[config.mk]
export PLATFORM = sky130hd
export DESIGN_NAME = mt64_mul
export DESIGN_NICKNAME = d
export VERILOG_FILES = /design/src/mt64_mul.sv
export SDC_FILE = /design/constraint.sdc
export NUM_CORES = 2
export LEC_CHECK = 0
export BUFFER_PORTS_ARGS = -buffer_cell sky130_fd_sc_hd__buf_2
export CORE_MARGIN = 1.5
export CORE_UTILIZATION = 44
export CTS_CLUSTER_DIAMETER = 150
export DETAILED_ROUTE_END_ITERATION = 16
export PLACE_DENSITY_LB_ADDON = 0.2
export SYNTH_ARGS = -nofsm -noshare
export SYNTH_HDL_FRONTEND = slang
export SYNTH_SLANG_ARGS = --single-unit
[constraint.sdc]
create_clock -name clk -period 13.75 [get_ports clk]
set_input_delay 0 -clock clk [delete_from_list [all_inputs] [get_ports clk]]
set_output_delay 0 -clock clk [all_outputs]
set_load 0.005 [all_outputs]
[src/mt64_mul.sv]
`timescale 1ns / 1ps
`default_nettype none
// low 64 bits of a 64x64 product, one 32x32 partial product a cycle
module mt64_mul (
  input  wire logic        clk,
  input  wire logic        rst_n,
  input  wire logic        start,
  input  wire logic [63:0] a,
  input  wire logic [63:0] b,
  output logic             done,
  output logic [63:0]      prod
);
  logic [63:0] a_r, b_r, acc_r;
  logic [1:0]  step_r;
  logic        busy_r, done_r;
  logic [31:0] opa, opb;
  logic [63:0] pp, addend;

  always_comb begin
    opa    = (step_r == 2'd2) ? a_r[63:32] : a_r[31:0];
    opb    = (step_r == 2'd1) ? b_r[63:32] : b_r[31:0];
    pp     = opa * opb;
    addend = (step_r == 2'd0) ? pp : {pp[31:0], 32'd0};
  end

  always_ff @(posedge clk) begin
    if (!rst_n) begin
      busy_r <= 1'b0;
      done_r <= 1'b0;
      step_r <= 2'd0;
    end else begin
      done_r <= 1'b0;
      if (start) begin
        busy_r <= 1'b1;
        step_r <= 2'd0;
      end else if (busy_r) begin
        step_r <= step_r + 2'd1;
        if (step_r == 2'd2) begin
          busy_r <= 1'b0;
          done_r <= 1'b1;
        end
      end
    end
  end

  always_ff @(posedge clk) begin
    if (start) begin
      a_r   <= a;
      b_r   <= b;
      acc_r <= 64'd0;
    end else if (busy_r) begin
      acc_r <= acc_r + addend;
    end
  end

  assign done = done_r;
  assign prod = acc_r;
endmodule
`default_nettype wire

After elaboration in Yosys (flattened, before gate mapping):

Index checks and enable logic that the tools add are counted.

* flip-flop bits (word level): 196
* input bits: 131
* word-level logic and storage cells: 23

* add/subtract/negate cells: 2
* multipliers: 1
* eq/ne operators: 2
* mux-type cells: 7
* bitwise operators: 2
* reduce and logical (&&, ||, !) cells: 3

Operator list (count)
* adder 64 bit: 1
* multiplier 32 x 32 -> 64 bit: 1
* two-way mux 32 bit: 2
* two-way mux 64 bit: 1
* two-way mux 1 bit: 4
* OR reduction 3 bit: 1
* adder 2 x 1 -> 2 bit, second input constant: 1
* equality test 2 x 1 -> 1 bit, second input constant: 1
* equality test 2 bit, second input constant: 1
* logical NOT 2 bit: 1
* inverter 1 bit: 2
* OR reduction 2 bit: 1

Longest topological paths before layout:

* depth in word-level cells: 5
* mapped depth: 46
* gate-level depth less buffers: 42

Worst setup path after synthesis:

No wires, ideal clock.

* kind: register -> register
* start: register step_r[0]
* end: register acc_r[63], in the netlist prod[63]
* data arrival time: 10695 ps
* path slack: 2985 ps
* cell stages (with the launch flop): 43
* path buffers: 4
* clock period less this slack: 10765 ps
* cells stage by stage: dfxtp_1 > inv_1 > ha_1 > clkbuf_1 > buf_1 > mux2i_1 > clkbuf_1 > nor2_1 > fa_1 > inv_1 > fa_1 > inv_1 > fa_1 > inv_1 > fa_1 > inv_1 > fa_1 > fa_1 > (+7 left out) > a41oi_1 > o311a_1 > o21ai_1 > a41oi_1 > o21bai_1 > xnor2_1 > mux2i_1 > ha_1 > clkbuf_1 > a21o_1 > a21o_1 > a21oi_1 > nand2_1 > a311oi_1 > o31ai_4 > xnor2_1 > or3_1 > a21oi_1

* word-level cells in the longest chain between the ends: 5
* elaborated cells on any way between the ends: 8
* those cells by class: add/sub (1); mul (1); eq/ne (2); mux (3); reduce/logical (1)

RTL lines
* start: declaration: RTL line 14 `logic [1:0] step_r;`
* start signal: assignment: RTL line 37 `step_r <= step_r + 2'd1;`
* equality test 2 bit / equality test 2 x 1 -> 1 bit (equally long branches): RTL line 20, 21
* two-way mux 32 bit (on tied branches): RTL line 20, 21
* multiplier 32 x 32 -> 64 bit: RTL line 22 `pp = opa * opb;`
* two-way mux 64 bit *: RTL line 23 `addend = (step_r == 2'd0) ? pp : {pp[31:0], 32'd0};`
* adder 64 bit *: RTL line 52 `acc_r <= acc_r + addend;`
* end signal: assignment: RTL line 52
* end: declaration: RTL line 13 `logic [63:0] a_r, b_r, acc_r;`

Every way passes the cells marked *; elsewhere a longest branch is shown, timed or not.
A chain may end at the register's enable or synchronous reset.

Worst setup path after layout:

* start: register step_r[1]
* end: register acc_r[63], in the netlist prod[63]

The elaborated chain is that of the path after synthesis.

==> impl_metrics.json <==
{
  "min_period_over_period_pct": 89.1,
  "maxCapViolCount": 0,
  "hold_viol": 0,
  "worst_r2r_path_depth": 39,
  "critical_path_class": "reg -> reg",
  "cts_root_buf": "clkbuf_16",
  "io_pins": 196,
  "min-delay-start": "start",
  "die_w_um": 317,
  "cts.sinks": 196,
  "post-route-drc-count": 0,
  "slew_headroom_pct": 13.8,
  "routed_via_density": 5.50,
  "seq_area_frac_synth_pct": 12.0,
  "dieArea_mm2": 0.101,
  "rsz0062_at_grt": "no",
  "h-tree-depth": 4,
  "critPathMaxFanout": 28,
  "end_kind": "flop",
  "place.gp.congestion": 0.986,
  "numPortBuffers": 195,
  "syn_area_mm2": 0.0435,
  "crit_path_start_kind": "flop",
  "critPathMaxStageDelay_ps": 670,
  "final_cell_mix": "fa_1 (897), inv_1 (862), nor2_1 (699)",
  "finClkSkew_ps": 33.9,
  "synthCells": 4762,
  "slew_violations": 0,
  "clockBufferDepth": 2,
  "drt-initial-drc-count": 2680,
  "tns_ps": 0,
  "nets": 6328,
  "hold_depth": 1,
  "postSynth.asyncResetShare_pct": 0,
  "grt_pass1_vias": 35900,
  "rr_startpoint": "step_r[1]",
  "die_h_um": 317,
  "timing.fmax_mhz": 81.6,
  "num-fill-cells": 9462,
  "ant_nets": 0,
  "cts_setup_buffers": 0,
  "setup_violations": 0,
  "synth_cell_types": 80,
  "worst_slew_pin_slew_ps": 1270,
  "required_ps": 14220,
  "syn_avg_cell_area_um2": 9.13,
  "numCtsBuffers": 17,
  "worstSkewPairLatency_ps": 550,
  "post_drt_wl_per_cell_um": 23.4,
  "crit_arrival_ps": 12730,
  "tritoncts": "yes",
  "cp-startpoint": "step_r[1]",
  "ctsResizeCount": 0,
  "grt-ovfl-total": 0,
  "dr_total_vias": 34500,
  "hpwl_mm": 122,
  "final_common_cell": "fa_1",
  "area_growth_pct": 10.5,
  "synth_warnings": 0,
  "status": "completed",
  "min-delay-path-class": "in -> reg",
  "dr.pass1.iters": 5,
  "finalCriticalPeriod_ps": 12260,
  "synth_nets": 6121,
  "drt-total-wl_mm": 146,
  "clk_pin_slew_ps": 100,
  "ys.flop_type": "edfxtp_1",
  "crit_slowest_cell": "mux2i_2",
  "grt_max_degree": 73,
  "grt_pass1_wl_mm": 224,
  "postCtsHoldBufs": 129,
  "synth_edf_count": 128,
  "cpMostUsedCell": "fa_1",
  "core_area_mm2": 0.0981,
  "ys_seq_elements": 196,
  "rows": 115,
  "grt_usage_pct": 30.3,
  "start_util_pct": 44.3,
  "holdWs_ps": 72.2,
  "layout-drive-gt1-share_pct": 9.23,
  "antenna_found_initial": 2
}
==> cells in the mapped netlist, types with 31 or more instances <==
cell type	n	area (um2)
nor2_1	699	2620
o21ai_0	84	420
dfxtp_1	68	1360
inv_1	862	3240
ha_1	331	4140
a21o_1	95	713
edfxtp_1	128	3840
and2_1	31	194
clkbuf_1	206	773
fa_1	897	18000
xnor2_1	70	613
a21oi_1	139	696
mux2_2	70	788
mux2i_1	113	1130
nand3_1	41	205
xor2_1	41	359
nand2_1	572	2150
==> path summary, 6_finish.rpt <==
path	slack, ps	endpoint
min	70	a_r[9]
max	1490	prod[63]
max reg2reg	1490	prod[63]
min reg2reg	500	prod[55]
==> worst max-delay path: cells and delay by family, from the launching register on <==
kind	cells	cell delay (ps)
XOR/XNOR	1	140
adder cells (fa/ha/maj)	11	5500
multiplexers	1	670
AND/OR/NAND/NOR	7	1130
buffers and inverters	5	940
AO/OA/AOI/OAI	14	3360
flip-flops	1	360
==> cell type report <==
class	instances	area [um2]	area share (%)
timing repair buffer	415	2990	6.22
inverter	863	3240	6.74
antenna	1	2.50	0.00521
clock inverter	14	159	0.331
tap	1287	1610	3.35
multi-input combinational	3476	34400	71.6
clock buffer	18	429	0.893
sequential	196	5210	10.8
==> metrics by stage <==
stage	util, %	setup WS [ps]	instances	cell area [um2]
after floorplan	-	2980	4762	43500
after global placement	47.0	1670	6107	46200
after detailed placement	47.0	1550	6107	46200
after CTS	49.0	1520	6268	48000
after global routing	49.0	812	6269	48000
final	49.0	1490	6270	48100
==> layer usage <==
metal	part of all wire [%]	track usage [%]	up-vias
met5	0.016	0	-
met4	3.4	10.0	4
met3	8.3	6.55	218
met2	46	47.7	1348
met1	42	41.6	17800
li1	-	-	15200
==> flip-flops by register name, indices dropped and copies added (netlist names) <==
signal	cells
a_r	64
b_r	64
prod	64
step_r	2
busy_r	1
done	1
==> cells by family after synthesis <==
family	after synthesis	share of synthesized area [%]
flops	196	12.0
mux	184	4.44
simple gates	1478	13.9
xor+xnor	111	2.24
buf+inv	1090	9.42
compound gates	475	7.26
fa+ha+maj	1228	50.8
Power is left out: the tool's default activity adds up to more than one toggle a clock period on the data nets, which glitch-free logic cannot reach.
